===== src/sv/email_address_validator_core_assert.svh =====
// assertion macros shared by the mailbox checker modules
// expects clk and arst_n in the scope of each use
`ifndef EMAIL_ADDRESS_VALIDATOR_CORE_ASSERT_SVH
`define EMAIL_ADDRESS_VALIDATOR_CORE_ASSERT_SVH

// property that holds at every edge out of reset
`define EAVC_ASSERT_ALWAYS(lbl, expr, msg) \
	lbl: assert property (@(posedge clk) disable iff (!arst_n) (expr)) else $error(msg);

// same-cycle implication
`define EAVC_ASSERT_IMPL(lbl, ante, cons, msg) \
	lbl: assert property (@(posedge clk) disable iff (!arst_n) (ante) |-> (cons)) else $error(msg);

// next-cycle implication
`define EAVC_ASSERT_NEXT(lbl, ante, cons, msg) \
	lbl: assert property (@(posedge clk) disable iff (!arst_n) (ante) |=> (cons)) else $error(msg);

`endif


===== src/sv/eavc_pkg.sv =====
// types and constants of the mailbox syntax checker
// no dependencies
package eavc_pkg;

	localparam int COMMENT_DEPTH_BITS = 4;
	localparam int QUEUE_DEPTH        = 2;
	localparam int STATUS_W           = 4;

	typedef enum logic [3:0] {
		CC_OTHER,
		CC_BSLASH,
		CC_DQUOTE,
		CC_LPAREN,
		CC_RPAREN,
		CC_BRACKET,
		CC_COLON,
		CC_LANGLE,
		CC_RANGLE,
		CC_SEP,
		CC_AT
	} char_class_t;

	typedef enum logic [1:0] {
		CTX_TOP,
		CTX_COMMENT,
		CTX_ANGLE
	} ctx_t;

	typedef enum logic [STATUS_W-1:0] {
		ST_OK,
		ST_EMPTY,
		ST_NO_AT,
		ST_MANY_AT,
		ST_NO_LOCAL,
		ST_NO_DOMAIN,
		ST_PARENS,
		ST_UNCLOSED_ANGLE,
		ST_UNOPENED_ANGLE,
		ST_COMMA,
		ST_END,
		ST_QUOTE,
		ST_BAD_CHAR,
		ST_BAD_NAME,
		ST_TOO_DEEP
	} status_t;

	// one classified word as it sits in the queue
	typedef struct packed {
		char_class_t cls;
		logic        no_char;
		logic        last;
	} item_t;

endpackage


===== src/sv/eavc_addr_if.sv =====
// input channel: at most one byte of the address string per word
// depends on nothing
interface eavc_addr_if;
	logic       valid;
	logic       ready;
	logic [7:0] ch;
	logic       no_char;
	logic       last;

	modport source (output valid, ch, no_char, last, input ready);
	modport sink (input valid, ch, no_char, last, output ready);
endinterface


===== src/sv/eavc_result_if.sv =====
// output channel: one status code per address string
// depends on eavc_pkg for the status width
interface eavc_result_if;
	logic                          valid;
	logic                          ready;
	logic [eavc_pkg::STATUS_W-1:0] status;

	modport source (output valid, status, input ready);
	modport sink (input valid, status, output ready);
endinterface


===== src/sv/email_address_validator_core.sv =====
// top level of the streaming mailbox syntax checker
// depends on eavc_pkg, eavc_addr_if, eavc_result_if, eavc_front and eavc_back
//
// channel  dir  fields               word
// addr     in   ch, no_char, last    one byte of the address string
// result   out  status               one code after the word marked last
//
// one word per cycle sustained while each status is taken; an accepted word is queued and parsed at the queue head
// the status is valid from the edge that parses the last word
// a status not yet taken holds the next last word at the queue head
// the two-entry queue then fills and addr.ready drops until the status is taken
// reset clears the queue, parser state and result valid at once, no clearing pass
module email_address_validator_core #(
	parameter int COMMENT_DEPTH_BITS = eavc_pkg::COMMENT_DEPTH_BITS
) (
	input  logic          clk,
	input  logic          arst_n,
	eavc_addr_if.sink     addr,
	eavc_result_if.source result
);

	logic            q_valid;
	logic            q_pop;
	eavc_pkg::item_t q_item;

	eavc_front u_front (
		.clk     (clk),
		.arst_n  (arst_n),
		.addr    (addr),
		.q_valid (q_valid),
		.q_item  (q_item),
		.q_pop   (q_pop)
	);

	eavc_back #(
		.COMMENT_DEPTH_BITS (COMMENT_DEPTH_BITS)
	) u_back (
		.clk     (clk),
		.arst_n  (arst_n),
		.q_valid (q_valid),
		.q_item  (q_item),
		.q_pop   (q_pop),
		.result  (result)
	);

endmodule


===== src/sv/eavc_front.sv =====
// front end: accepts input words, classifies the byte, queues the word
// depends on eavc_pkg, eavc_addr_if and the assertion header
`include "email_address_validator_core_assert.svh"

module eavc_front (
	input  logic            clk,
	input  logic            arst_n,
	eavc_addr_if.sink       addr,
	output logic            q_valid,
	output eavc_pkg::item_t q_item,
	input  logic            q_pop
);

	localparam int PTR_W = (eavc_pkg::QUEUE_DEPTH > 1) ? $clog2(eavc_pkg::QUEUE_DEPTH) : 1;
	localparam int CNT_W = $clog2(eavc_pkg::QUEUE_DEPTH + 1);
	localparam logic [PTR_W-1:0] PTR_LAST = PTR_W'(eavc_pkg::QUEUE_DEPTH - 1);
	localparam logic [CNT_W-1:0] CNT_FULL = CNT_W'(eavc_pkg::QUEUE_DEPTH);

	localparam logic [7:0] CH_BSLASH = 8'h5C;
	localparam logic [7:0] CH_DQUOTE = 8'h22;
	localparam logic [7:0] CH_LPAREN = 8'h28;
	localparam logic [7:0] CH_RPAREN = 8'h29;
	localparam logic [7:0] CH_LBRACK = 8'h5B;
	localparam logic [7:0] CH_RBRACK = 8'h5D;
	localparam logic [7:0] CH_COLON  = 8'h3A;
	localparam logic [7:0] CH_LANGLE = 8'h3C;
	localparam logic [7:0] CH_RANGLE = 8'h3E;
	localparam logic [7:0] CH_COMMA  = 8'h2C;
	localparam logic [7:0] CH_SEMI   = 8'h3B;
	localparam logic [7:0] CH_AT     = 8'h40;

	eavc_pkg::item_t  mem_q [eavc_pkg::QUEUE_DEPTH];
	logic [PTR_W-1:0] wr_q;
	logic [PTR_W-1:0] rd_q;
	logic [CNT_W-1:0] count_q;
	logic             push;
	logic             pop;
	eavc_pkg::item_t  new_item;

	always_comb begin
		new_item.no_char = addr.no_char;
		new_item.last    = addr.last;
		case (addr.ch)
			CH_BSLASH: new_item.cls = eavc_pkg::CC_BSLASH;
			CH_DQUOTE: new_item.cls = eavc_pkg::CC_DQUOTE;
			CH_LPAREN: new_item.cls = eavc_pkg::CC_LPAREN;
			CH_RPAREN: new_item.cls = eavc_pkg::CC_RPAREN;
			CH_LBRACK: new_item.cls = eavc_pkg::CC_BRACKET;
			CH_RBRACK: new_item.cls = eavc_pkg::CC_BRACKET;
			CH_COLON:  new_item.cls = eavc_pkg::CC_COLON;
			CH_LANGLE: new_item.cls = eavc_pkg::CC_LANGLE;
			CH_RANGLE: new_item.cls = eavc_pkg::CC_RANGLE;
			CH_COMMA:  new_item.cls = eavc_pkg::CC_SEP;
			CH_SEMI:   new_item.cls = eavc_pkg::CC_SEP;
			CH_AT:     new_item.cls = eavc_pkg::CC_AT;
			default:   new_item.cls = eavc_pkg::CC_OTHER;
		endcase
	end

	assign addr.ready = (count_q != CNT_FULL);
	assign push       = addr.valid && addr.ready;
	assign q_valid    = (count_q != '0);
	assign pop        = q_pop && q_valid;
	assign q_item     = mem_q[rd_q];

	always_ff @(posedge clk) begin
		if (push) begin
			mem_q[wr_q] <= new_item;
		end
	end

	always_ff @(posedge clk or negedge arst_n) begin
		if (!arst_n) begin
			wr_q    <= '0;
			rd_q    <= '0;
			count_q <= '0;
		end else begin
			if (push) begin
				wr_q <= (wr_q == PTR_LAST) ? '0 : wr_q + 1'b1;
			end
			if (pop) begin
				rd_q <= (rd_q == PTR_LAST) ? '0 : rd_q + 1'b1;
			end
			case ({push, pop})
				2'b10:   count_q <= count_q + 1'b1;
				2'b01:   count_q <= count_q - 1'b1;
				default: count_q <= count_q;
			endcase
		end
	end

	`EAVC_ASSERT_ALWAYS(a_count_bound, count_q <= CNT_FULL, "queue count beyond depth")
	`EAVC_ASSERT_NEXT(a_push_grows, push && !pop, count_q == $past(count_q) + 1'b1, "push lost")
	`EAVC_ASSERT_IMPL(a_ptr_gap, count_q == '0, wr_q == rd_q, "empty queue with pointer gap")

endmodule


===== src/sv/eavc_back.sv =====
// back end: parses classified words and holds the status result register
// depends on eavc_pkg, eavc_result_if and the assertion header
`include "email_address_validator_core_assert.svh"

module eavc_back #(
	parameter int COMMENT_DEPTH_BITS = eavc_pkg::COMMENT_DEPTH_BITS
) (
	input  logic            clk,
	input  logic            arst_n,
	input  logic            q_valid,
	input  eavc_pkg::item_t q_item,
	output logic            q_pop,
	eavc_result_if.source   result
);

	localparam logic [COMMENT_DEPTH_BITS-1:0] DEPTH_MAX = '1;
	localparam logic [COMMENT_DEPTH_BITS-1:0] DEPTH_ONE = COMMENT_DEPTH_BITS'(1);

	eavc_pkg::ctx_t                ctx_q, ctx_d;
	logic                          quote_q, quote_d;
	logic                          skip_q, skip_d;
	logic [COMMENT_DEPTH_BITS-1:0] depth_q, depth_d;
	eavc_pkg::status_t             err_q, err_d;
	logic                          any_at_q, any_at_d;
	logic [1:0]                    at_cnt_q, at_cnt_d;
	logic                          first_q, first_d;
	logic                          res_valid_q;
	eavc_pkg::status_t             status_q;
	eavc_pkg::status_t             resolved;
	logic                          is_at;
	logic                          quoted_at;
	logic                          done;

	// words without last never wait on the result register
	assign q_pop = q_valid && (!q_item.last || !res_valid_q || result.ready);
	assign done  = q_pop && q_item.last;

	always_comb begin
		ctx_d     = ctx_q;
		quote_d   = quote_q;
		skip_d    = skip_q;
		depth_d   = depth_q;
		err_d     = err_q;
		any_at_d  = any_at_q;
		at_cnt_d  = at_cnt_q;
		first_d   = first_q;
		is_at     = (q_item.cls == eavc_pkg::CC_AT);
		quoted_at = 1'b0;
		if (q_pop && !q_item.no_char) begin
			if (is_at) begin
				any_at_d = 1'b1;
			end
			// after the first error bytes are only scanned for '@'
			if (err_q == eavc_pkg::ST_OK) begin
				if (skip_q) begin
					skip_d = 1'b0;
				end else if (q_item.cls == eavc_pkg::CC_BSLASH) begin
					if (q_item.last) begin
						err_d = eavc_pkg::ST_END;
					end else begin
						skip_d = 1'b1;
					end
				end else begin
					case (ctx_q)
						eavc_pkg::CTX_COMMENT: begin
							if (q_item.cls == eavc_pkg::CC_LPAREN) begin
								if (depth_q == DEPTH_MAX) begin
									err_d = eavc_pkg::ST_TOO_DEEP;
								end else begin
									depth_d = depth_q + 1'b1;
								end
							end else if (q_item.cls == eavc_pkg::CC_RPAREN) begin
								depth_d = depth_q - 1'b1;
								if (depth_d == '0) begin
									ctx_d = eavc_pkg::CTX_TOP;
								end
							end
						end
						eavc_pkg::CTX_ANGLE: begin
							if (q_item.cls == eavc_pkg::CC_DQUOTE) begin
								quote_d = !quote_q;
							end else if (!quote_q) begin
								if (q_item.cls == eavc_pkg::CC_SEP) begin
									err_d = eavc_pkg::ST_COMMA;
								end else if (q_item.cls == eavc_pkg::CC_RANGLE) begin
									ctx_d = eavc_pkg::CTX_TOP;
								end
							end else begin
								quoted_at = is_at;
							end
						end
						default: begin
							if (q_item.cls == eavc_pkg::CC_DQUOTE) begin
								quote_d = !quote_q;
							end else if (quote_q) begin
								quoted_at = is_at;
							end else begin
								case (q_item.cls)
									eavc_pkg::CC_LPAREN: begin
										ctx_d   = eavc_pkg::CTX_COMMENT;
										depth_d = DEPTH_ONE;
									end
									eavc_pkg::CC_BRACKET: err_d = eavc_pkg::ST_BAD_NAME;
									eavc_pkg::CC_COLON:   err_d = eavc_pkg::ST_BAD_CHAR;
									eavc_pkg::CC_LANGLE:  ctx_d = eavc_pkg::CTX_ANGLE;
									eavc_pkg::CC_SEP:     err_d = eavc_pkg::ST_COMMA;
									eavc_pkg::CC_RPAREN:  err_d = eavc_pkg::ST_PARENS;
									eavc_pkg::CC_RANGLE:  err_d = eavc_pkg::ST_UNOPENED_ANGLE;
									eavc_pkg::CC_AT: begin
										if (first_q) begin
											err_d = eavc_pkg::ST_NO_LOCAL;
										end else if (q_item.last) begin
											err_d = eavc_pkg::ST_NO_DOMAIN;
										end
									end
									default: ;
								endcase
							end
						end
					endcase
				end
			end
			if (is_at && !quoted_at && at_cnt_q != 2'd2) begin
				at_cnt_d = at_cnt_q + 1'b1;
			end
			first_d = 1'b0;
		end

		// outcome precedence
		if (first_d) begin
			resolved = eavc_pkg::ST_EMPTY;
		end else if (!any_at_d) begin
			resolved = eavc_pkg::ST_NO_AT;
		end else if (err_d != eavc_pkg::ST_OK) begin
			resolved = err_d;
		end else if (skip_d) begin
			resolved = eavc_pkg::ST_END;
		end else if (at_cnt_d == 2'd0 && !quote_d) begin
			resolved = eavc_pkg::ST_NO_AT;
		end else if (quote_d) begin
			resolved = eavc_pkg::ST_QUOTE;
		end else if (ctx_d == eavc_pkg::CTX_COMMENT) begin
			resolved = eavc_pkg::ST_PARENS;
		end else if (ctx_d == eavc_pkg::CTX_ANGLE) begin
			resolved = eavc_pkg::ST_UNCLOSED_ANGLE;
		end else if (at_cnt_d == 2'd2) begin
			resolved = eavc_pkg::ST_MANY_AT;
		end else begin
			resolved = eavc_pkg::ST_OK;
		end

		// string done: back to the reset state for the next one
		if (done) begin
			ctx_d    = eavc_pkg::CTX_TOP;
			quote_d  = 1'b0;
			skip_d   = 1'b0;
			depth_d  = '0;
			err_d    = eavc_pkg::ST_OK;
			any_at_d = 1'b0;
			at_cnt_d = 2'd0;
			first_d  = 1'b1;
		end
	end

	always_ff @(posedge clk or negedge arst_n) begin
		if (!arst_n) begin
			ctx_q       <= eavc_pkg::CTX_TOP;
			quote_q     <= 1'b0;
			skip_q      <= 1'b0;
			depth_q     <= '0;
			err_q       <= eavc_pkg::ST_OK;
			any_at_q    <= 1'b0;
			at_cnt_q    <= 2'd0;
			first_q     <= 1'b1;
			res_valid_q <= 1'b0;
		end else begin
			ctx_q    <= ctx_d;
			quote_q  <= quote_d;
			skip_q   <= skip_d;
			depth_q  <= depth_d;
			err_q    <= err_d;
			any_at_q <= any_at_d;
			at_cnt_q <= at_cnt_d;
			first_q  <= first_d;
			if (done) begin
				res_valid_q <= 1'b1;
			end else if (result.ready) begin
				res_valid_q <= 1'b0;
			end
		end
	end

	always_ff @(posedge clk) begin
		if (done) begin
			status_q <= resolved;
		end
	end

	assign result.valid  = res_valid_q;
	assign result.status = status_q;

	`EAVC_ASSERT_ALWAYS(a_at_cnt_sat, at_cnt_q != 2'd3, "at count passed saturation")
	`EAVC_ASSERT_IMPL(a_comment_depth, ctx_q == eavc_pkg::CTX_COMMENT, depth_q != '0, "comment with zero depth")
	`EAVC_ASSERT_NEXT(a_clear_after_last, done, first_q && err_q == eavc_pkg::ST_OK && res_valid_q, "string end not cleared")

endmodule


===== src/flat_wrapper.sv =====
// flat-port wrapper written by rule: the top's interface ports become plain ports
module email_address_validator_core_flat 
#(
	parameter int COMMENT_DEPTH_BITS = eavc_pkg::COMMENT_DEPTH_BITS
)
  (clk, arst_n, addr_valid, addr_ch, addr_no_char, addr_last, addr_ready, result_valid, result_status, result_ready);
  eavc_addr_if addr_i ();
  eavc_result_if result_i ();
  input  logic clk;
  input  logic arst_n;
  input wire logic [$bits(addr_i.valid)-1:0] addr_valid;
  input wire logic [$bits(addr_i.ch)-1:0] addr_ch;
  input wire logic [$bits(addr_i.no_char)-1:0] addr_no_char;
  input wire logic [$bits(addr_i.last)-1:0] addr_last;
  output wire logic [$bits(addr_i.ready)-1:0] addr_ready;
  output wire logic [$bits(result_i.valid)-1:0] result_valid;
  output wire logic [$bits(result_i.status)-1:0] result_status;
  input wire logic [$bits(result_i.ready)-1:0] result_ready;
  assign addr_i.valid = addr_valid;
  assign addr_i.ch = addr_ch;
  assign addr_i.no_char = addr_no_char;
  assign addr_i.last = addr_last;
  assign addr_ready = addr_i.ready;
  assign result_valid = result_i.valid;
  assign result_status = result_i.status;
  assign result_i.ready = result_ready;
  email_address_validator_core #(.COMMENT_DEPTH_BITS(COMMENT_DEPTH_BITS)) u_core (.clk(clk), .arst_n(arst_n), .addr(addr_i), .result(result_i));
endmodule

===== config.mk =====
export PLATFORM = sky130hd
export DESIGN_NAME = email_address_validator_core_flat
export DESIGN_NICKNAME = d
export VERILOG_FILES = /design/src/sv/eavc_pkg.sv /design/src/sv/eavc_addr_if.sv /design/src/sv/eavc_result_if.sv /design/src/sv/email_address_validator_core.sv /design/src/sv/eavc_front.sv /design/src/sv/eavc_back.sv /design/src/flat_wrapper.sv
export VERILOG_INCLUDE_DIRS = /design/src /design/src/sv
export SDC_FILE = /design/constraint.sdc
export NUM_CORES = 1
export LEC_CHECK = 0
export ABC_AREA = 1
export BUFFER_PORTS_ARGS = -buffer_cell sky130_fd_sc_hd__buf_2
export CAP_MARGIN = 20
export CORE_ASPECT_RATIO = 2
export CORE_MARGIN = 8
export CORE_UTILIZATION = 45
export DETAILED_ROUTE_END_ITERATION = 10
export GPL_TIMING_DRIVEN = 0
export HOLD_SLACK_MARGIN = 0.03
export PLACE_DENSITY = 0.65
export SYNTH_ARGS = -nofsm -noshare
export SYNTH_HDL_FRONTEND = slang
export SYNTH_SLANG_ARGS = --single-unit
export TNS_END_PERCENT = 100

===== constraint.sdc =====
create_clock -name clk -period 2.86 [get_ports clk]
set_clock_uncertainty 0.15 [all_clocks]
set_input_delay 0 -clock clk [delete_from_list [all_inputs] [get_ports clk]]
set_output_delay 0 -clock clk [all_outputs]
set_load 0.02 [all_outputs]

Yosys cells after proc, flatten, opt, wreduce, memory -nomap -nowiden. Memories as Yosys holds them, arrays and structs flattened. Cells that the tools add are included.

Register bits: 25. Bits in writable memories: 12. Bits of input ports: 14. Output and inout port bits: 6. Logic and storage cells: 181. Memories kept: 1.

Add/subtract/negate cells: 7. Eq/ne operators: 38. Mux-type cells: 89. Bitwise gates (word level): 1. Reductions and logical operators: 31.

Memory list: u_core.u_front.mem_q (depth 2, bits a word 6, rd ports 1, clocked after Yosys merged registers in 0, wr ports 1, line eavc_front.sv:32) `eavc_pkg::item_t mem_q [eavc_pkg::QUEUE_DEPTH];`.

Operators by type and width (number): 2-to-1 mux 4 bit (30); equality test 8 x 6 -> 1 bit, second input constant (8); case mux 4 bit (10 select lines) (1); 2-to-1 mux 2 bit (19); equality test 8 x 7 -> 1 bit, second input constant (4); 2-to-1 mux 1 bit (31); case mux 4 bit (6 select lines) (1); equality test 4 x 3 -> 1 bit, second input constant (4); equality test 4 bit, second input constant (4); case mux 4 bit (2 select lines) (2); case mux 2 bit (2 select lines) (3); AND reduction 10 bit (1); nonzero test 2 bit (5); equality test 2 bit, second input constant (4); equality test 4 x 2 -> 1 bit, second input constant (2); logical AND 1 bit (8); zero test 4 bit (2); != test 2 bit, second input constant (4); equality test 2 x 1 -> 1 bit, second input constant (3); zero test 1 bit (6); 2-to-1 mux 3 bit (2); nonzero test 3 bit (2); OR reduction 2 bit (3); adder 2 x 1 -> 2 bit, second input constant (2); other kinds (13) (15).

Depth between registers and ports, before layout. An unclocked memory read counts as a cell.

Depth in word-level cells: 23. Depth in mapped cells: 22. Gate-level depth less buffers: 22.

Hierarchy. A second synthesis with hierarchy kept.

Cell total of the unflattened synthesis: 368. Area, all modules: 2541.2 um^2.

Modules (own cells, without submodules): eavc_back (times used 1, cells an instance 257, area each 1657.8 um^2, sequential area each 546.8 um^2); eavc_front (times used 1, cells an instance 111, area each 883.3 um^2, sequential area each 460.4 um^2).

Worst setup path after synthesis. OpenSTA, ideal clock, no wires.

Kind: register to register. Start: register u_core.u_front.rd_q. End: register u_core.u_back.status_q[0], in the netlist u_core.u_back.result.status[0], data pin. Library setup time: 0.254 ns. Arrival time: 1.996 ns. Required time: 2.456 ns. Setup slack: 0.460 ns. Cell stages (with the launch flop): 21. Path buffers: 1. Clock period less this slack: 2.400 ns. Cells stage by stage: dfrtp_1 -> buf_6 -> nand2_2 -> nand2_4 -> nor2_1 -> nand2_1 -> o21ai_0 -> nand2_1 -> a21oi_1 -> o21ai_0 -> nand2_1 -> nand2_1 -> ha_1 -> inv_1 -> nand2_1 -> nand2_1 -> nand2_1 -> nand3_1 -> nand2_1 -> nand2_1 -> nand2_1.

Word-level cells in the longest chain between the ends: 23. Elaborated cells on any way between the ends: 87. Those cells by class: 13 x eq/ne; 60 x mux; 13 x reduce/logical; 1 x memory.

RTL lines: start: declaration (line eavc_front.sv:34) `logic [PTR_W-1:0] rd_q;`; start signal: assignment (line eavc_front.sv:82) `rd_q <= (rd_q == PTR_LAST) ? '0 : rd_q + 1'b1;`; memory (2 x 6 bit) (*); equality test 4 bit (line eavc_back.sv:47, eavc_back.sv:98); 2-to-1 mux 1 bit (line eavc_back.sv:82, eavc_back.sv:95); 2-to-1 mux 1 bit (line eavc_back.sv:80) `if (q_item.cls == eavc_pkg::CC_DQUOTE) begin`; 2-to-1 mux 1 bit; 2-to-1 mux 1 bit (line eavc_back.sv:57) `end else if (q_item.cls == eavc_pkg::CC_BSLASH) begin`; 2-to-1 mux 1 bit (line eavc_back.sv:55) `if (skip_q) begin`; 2-to-1 mux 1 bit (line eavc_back.sv:54) `if (err_q == eavc_pkg::ST_OK) begin`; (+7 left out); 2-to-1 mux 2 bit (line eavc_back.sv:146) `end else if (at_cnt_d == 2'd2) begin`; 2-to-1 mux 3 bit (line eavc_back.sv:144) `end else if (ctx_d == eavc_pkg::CTX_ANGLE) begin`; 2-to-1 mux 3 bit (line eavc_back.sv:142) `end else if (ctx_d == eavc_pkg::CTX_COMMENT) begin`; 2-to-1 mux 4 bit (line eavc_back.sv:140) `end else if (quote_d) begin`; 2-to-1 mux 4 bit (line eavc_back.sv:138) `end else if (at_cnt_d == 2'd0 && !quote_d) begin`; 2-to-1 mux 4 bit (line eavc_back.sv:136) `end else if (skip_d) begin`; 2-to-1 mux 4 bit (line eavc_back.sv:134) `end else if (err_d != eavc_pkg::ST_OK) begin`; 2-to-1 mux 2 bit (line eavc_back.sv:132) `end else if (!any_at_d) begin`; end signal: assignment (line eavc_back.sv:195) `status_q <= resolved;`; end: declaration (line eavc_back.sv:28) `eavc_pkg::status_t status_q;`.

Mark *: on every way between the ends. The rest lies on a longest branch, timed or not. The select of a mux whose other input is x is not followed. A chain may end at the register's enable or synchronous reset.

Final worst setup path. Same ends and word-level chain as after synthesis.

==> out/results.txt <==
share of the synthesized area in the top cell type - 19.7%
number of sinks on the clock net - 37
share of cells above drive strength 1 - 19.2%
post-detailed-routing wire length - 6.31 mm
Clk pin slew, worst setup/hold paths - 80 ps
number of core rows - 38
worst max-slew margin expressed relative to the limit - 54.8%
register area share after synthesis - 39.7%
leading post-synthesis cells by cell area - sky130_fd_sc_hd__dfrtp_1 20%, sky130_fd_sc_hd__edfxtp_1 19%, sky130_fd_sc_hd__nand2_1 12%, sky130_fd_sc_hd__inv_1 8.3%, sky130_fd_sc_hd__nor2_1 7.4%
placed instance area - 2710 sq um
Post-synth EDFFs - 16
library cell occupying the most area in the post-synthesis netlist - sky130_fd_sc_hd__dfrtp_1
ports placed on the boundary - 20
Via-to-Cell Ratio - 5.21
global-route usage over all layers - 14.9%
Total Power Consumption - 2.89 mW
Detailed Routing Iterations Pass 1 - 4
total instance count after detailed placement - 426
number of violations reported at the end of detailed-routing iteration 0 - 95
clock insertion delay at the later pin of the skew report - 300 ps
synthesis-to-layout area growth - 15.9%
final cell count without fillers - 441
Synth Area in Compound Gates - 8.39%
die span in x - 69.1 um
number of antenna violations at the first check in global routing - 0
post-synthesis sequential element count - 37
total core area - 5420 sq um
syn nets - 370
antenna diode count - 0
number of H-tree levels - 2
count of buffers inserted at the top-level ports - 19
leakage - 1.47 nW
remaining number of nets flagged by the antenna check after routing - 0
die area - 8440 sq um
leading post-synthesis cells by instance count - 82 x sky130_fd_sc_hd__nand2_1, 56 x sky130_fd_sc_hd__inv_1, 50 x sky130_fd_sc_hd__nor2_1, 23 x sky130_fd_sc_hd__nand3_1, 20 x sky130_fd_sc_hd__dfrtp_1
CP Class - register to register
Critical Path Sink Type - register
count of max-cap constraint violations - 0
simple-gate share of the synthesized area - 34.6%
Tightest Pin Transition - 672 ps
wire length of the first global-routing pass - 10.2 mm
CP required - 2760 ps
Wirelength per Cell - 14.3 um
power density over cell area - 983 nW/um^2
buffers from clock root to sink, at most - 2
final sum of negative setup slack - 0 ps
via count - 2297
share of synthesized flip-flops with an asynchronous set or reset - 56.8%
top achievable clock speed - 377 MHz
gate count after technology mapping - 347
post-synthesis cell area - 2540 sq um
combinational family with the most area after synthesis - simple AND/OR/NAND/NOR gates
min-delay worst type - primary input to async pin
count of unique library cells instantiated by Yosys - 36
global route overflow - 0
via count of the first global-routing pass - 2317
DRC Markers - 0
cell area after layout - 2940 sq um
Synth Area in XOR/XNOR - 3.40%
final net count - 403
status - complete, no violations
data arrival time of the worst path - 2560 ps
Synth warnings - 0
unrepaired setup endpoints after global routing - false
final setup vio count - 0
Final min period - 2650 ps
highest net fanout along the worst path - 5
count of final max-slew check failures - 0
most frequently used cell type in the post-synthesis netlist - sky130_fd_sc_hd__nand2_1
final core occ - 54.2%
starting density of the core - 46.8%
synthesized area per cell - 7.31 sq um
Chip Height - 122 um
sum of net half-perimeters after detailed placement - 5.07 mm
share of synthesized cell area in full adder, half adder and majority cells - 4.44%
Fin. Hold Viols - 0
number of buffers created by CTS - 5
Primary FF master, synth - sky130_fd_sc_hd__dfrtp_1
maximum number of pins on one net before global-route repair - 22
Peak supply drop - 0.644 mV
nature of the critical path startpoint - register
library cell used as clock root buffer - sky130_fd_sc_hd__clkbuf_8
Final period util - 92.8%
final RePlAce weighted congestion - 0.940
clock tree from TritonCTS - done
Post-CTS Setup Repair Bufs - 0
multiplexer share of the synthesized area - 0%
logic make-up after synthesis:
family / count (synthesis)
AO/OA/AOI/OAI: 37
XOR/XNOR: 9
adder cells (fa/ha/maj): 9
buffers and inverters: 62
flip-flops: 37
AND/OR/NAND/NOR: 193
stage by stage:
step           hold slack (ps)  setup slack, ps
3_3_place_gp              -150              121
6_report                  53.0              206
5_1_grt                   92.3             4.34
3_5_place_dp              -143             61.3
2_1_floorplan             -446              460
4_1_cts                   62.8             56.5
worst max-delay path, cell delays in order (launching register included):
cell	delay (ps)
sky130_fd_sc_hd__dfrtp_2	460
sky130_fd_sc_hd__buf_6	140
sky130_fd_sc_hd__nand2_1	60
sky130_fd_sc_hd__nand2_2	100
sky130_fd_sc_hd__nand3_2	120
sky130_fd_sc_hd__o31ai_4	290
sky130_fd_sc_hd__nand2_1	100
sky130_fd_sc_hd__a21oi_2	130
sky130_fd_sc_hd__o21ai_0	90
sky130_fd_sc_hd__nand2_1	60
sky130_fd_sc_hd__nand2_1	60
sky130_fd_sc_hd__inv_1	90
sky130_fd_sc_hd__ha_1	140
sky130_fd_sc_hd__inv_1	70
sky130_fd_sc_hd__nand2_1	70
sky130_fd_sc_hd__nand2_1	40
sky130_fd_sc_hd__nand3_1	80
sky130_fd_sc_hd__nand2_1	50
sky130_fd_sc_hd__nand2_1	60
sky130_fd_sc_hd__nand2_1	50
report_power, final:
group          internal [mW]  switching [mW]  total, mW
logic                  0.537            1.13       1.67
registers              0.736          0.0944      0.830
clock network          0.197           0.193      0.390
sequential cells by signal, indices dropped and copies added (netlist names), 2 cells and up:
| register | count |
|---|---|
| u_core.u_back.ctx_q | 2 |
| u_core.u_back.depth_q | 4 |
| u_core.u_back.result.status | 4 |
| u_core.u_back.at_cnt_q | 2 |
| u_core.u_front.mem_q | 12 |
| u_core.u_front.count_q | 2 |
| u_core.u_back.err_q | 4 |
cell type report:
type / instances / area, sq um
Tap cell: 60 / 75.1
Buffer: 2 / 15.0
Fill cell: 563 / 2480
Clock buffer: 8 / 90.1
Inverter: 60 / 230
Timing Repair Buffer: 26 / 166
Multi-Input combinational cell: 248 / 1350
Sequential cell: 37 / 1010
metal layers:
layer / vias up / track usage (%) / wire [um]
li1: 1165 / - / -
met4: 0 / 8.90 / 259
met5: - / 0 / 0
met2: 39 / 31.3 / 3780
met3: 18 / 3.18 / 176
met1: 1075 / 11.6 / 2100
path summary, 6_finish.rpt:
path | to | slack, ps | depth (start not counted) | start
max | u_core.u_back.result.status[0]$_SDFFCE_PP1P_ | 210 | 19 | u_core.u_front.rd_q$_DFFE_PN0P_
min | u_core.u_back.depth_q[3]$_DFFE_PN0P_ | 50 | 2 | arst_n
max reg2reg | u_core.u_back.result.status[0]$_SDFFCE_PP1P_ | 210 | 19 | u_core.u_front.rd_q$_DFFE_PN0P_
min reg2reg | u_core.u_back.depth_q[0]$_DFFE_PN0P_ | 360 | 1 | u_core.u_back.depth_q[0]$_DFFE_PN0P_
max in group asynchronous | u_core.u_front.rd_q$_DFFE_PN0P_ | 2140 | 2 | arst_n
min in group clk | u_core.u_front.mem_q[1][4]$_DFFE_PP_ | 60 | 4 | addr_ch[1]
layout by cell type, fill, tap and decap left out, types with 4 or more instances in the layout:
cell type,synthesis,layout
sky130_fd_sc_hd__nand2_1,82,77
sky130_fd_sc_hd__inv_1,56,54
sky130_fd_sc_hd__nor2_1,50,49
sky130_fd_sc_hd__nand3_1,23,22
sky130_fd_sc_hd__buf_2,0,19
sky130_fd_sc_hd__dfrtp_1,20,18
sky130_fd_sc_hd__edfxtp_1,16,16
sky130_fd_sc_hd__nand2_2,12,15
sky130_fd_sc_hd__o21ai_0,12,11
sky130_fd_sc_hd__a21oi_1,10,9
sky130_fd_sc_hd__ha_1,9,9
sky130_fd_sc_hd__nor3_1,7,7
sky130_fd_sc_hd__clkbuf_8,0,6
sky130_fd_sc_hd__dlygate4sd3_1,0,6
sky130_fd_sc_hd__inv_2,4,5
sky130_fd_sc_hd__xor2_1,5,5
sky130_fd_sc_hd__nor2_2,5,5
sky130_fd_sc_hd__nand2_4,3,4
sky130_fd_sc_hd__nor2_4,3,4
sky130_fd_sc_hd__o21ai_1,4,4
what timing repair did:
item	4_1_cts	5_1_grt
resized for setup	0	24
setup endpoints to repair	0	3
hold buffers	6	0
endpoints found under the hold margin	30	0
Power figures use the tool's default switching activity.
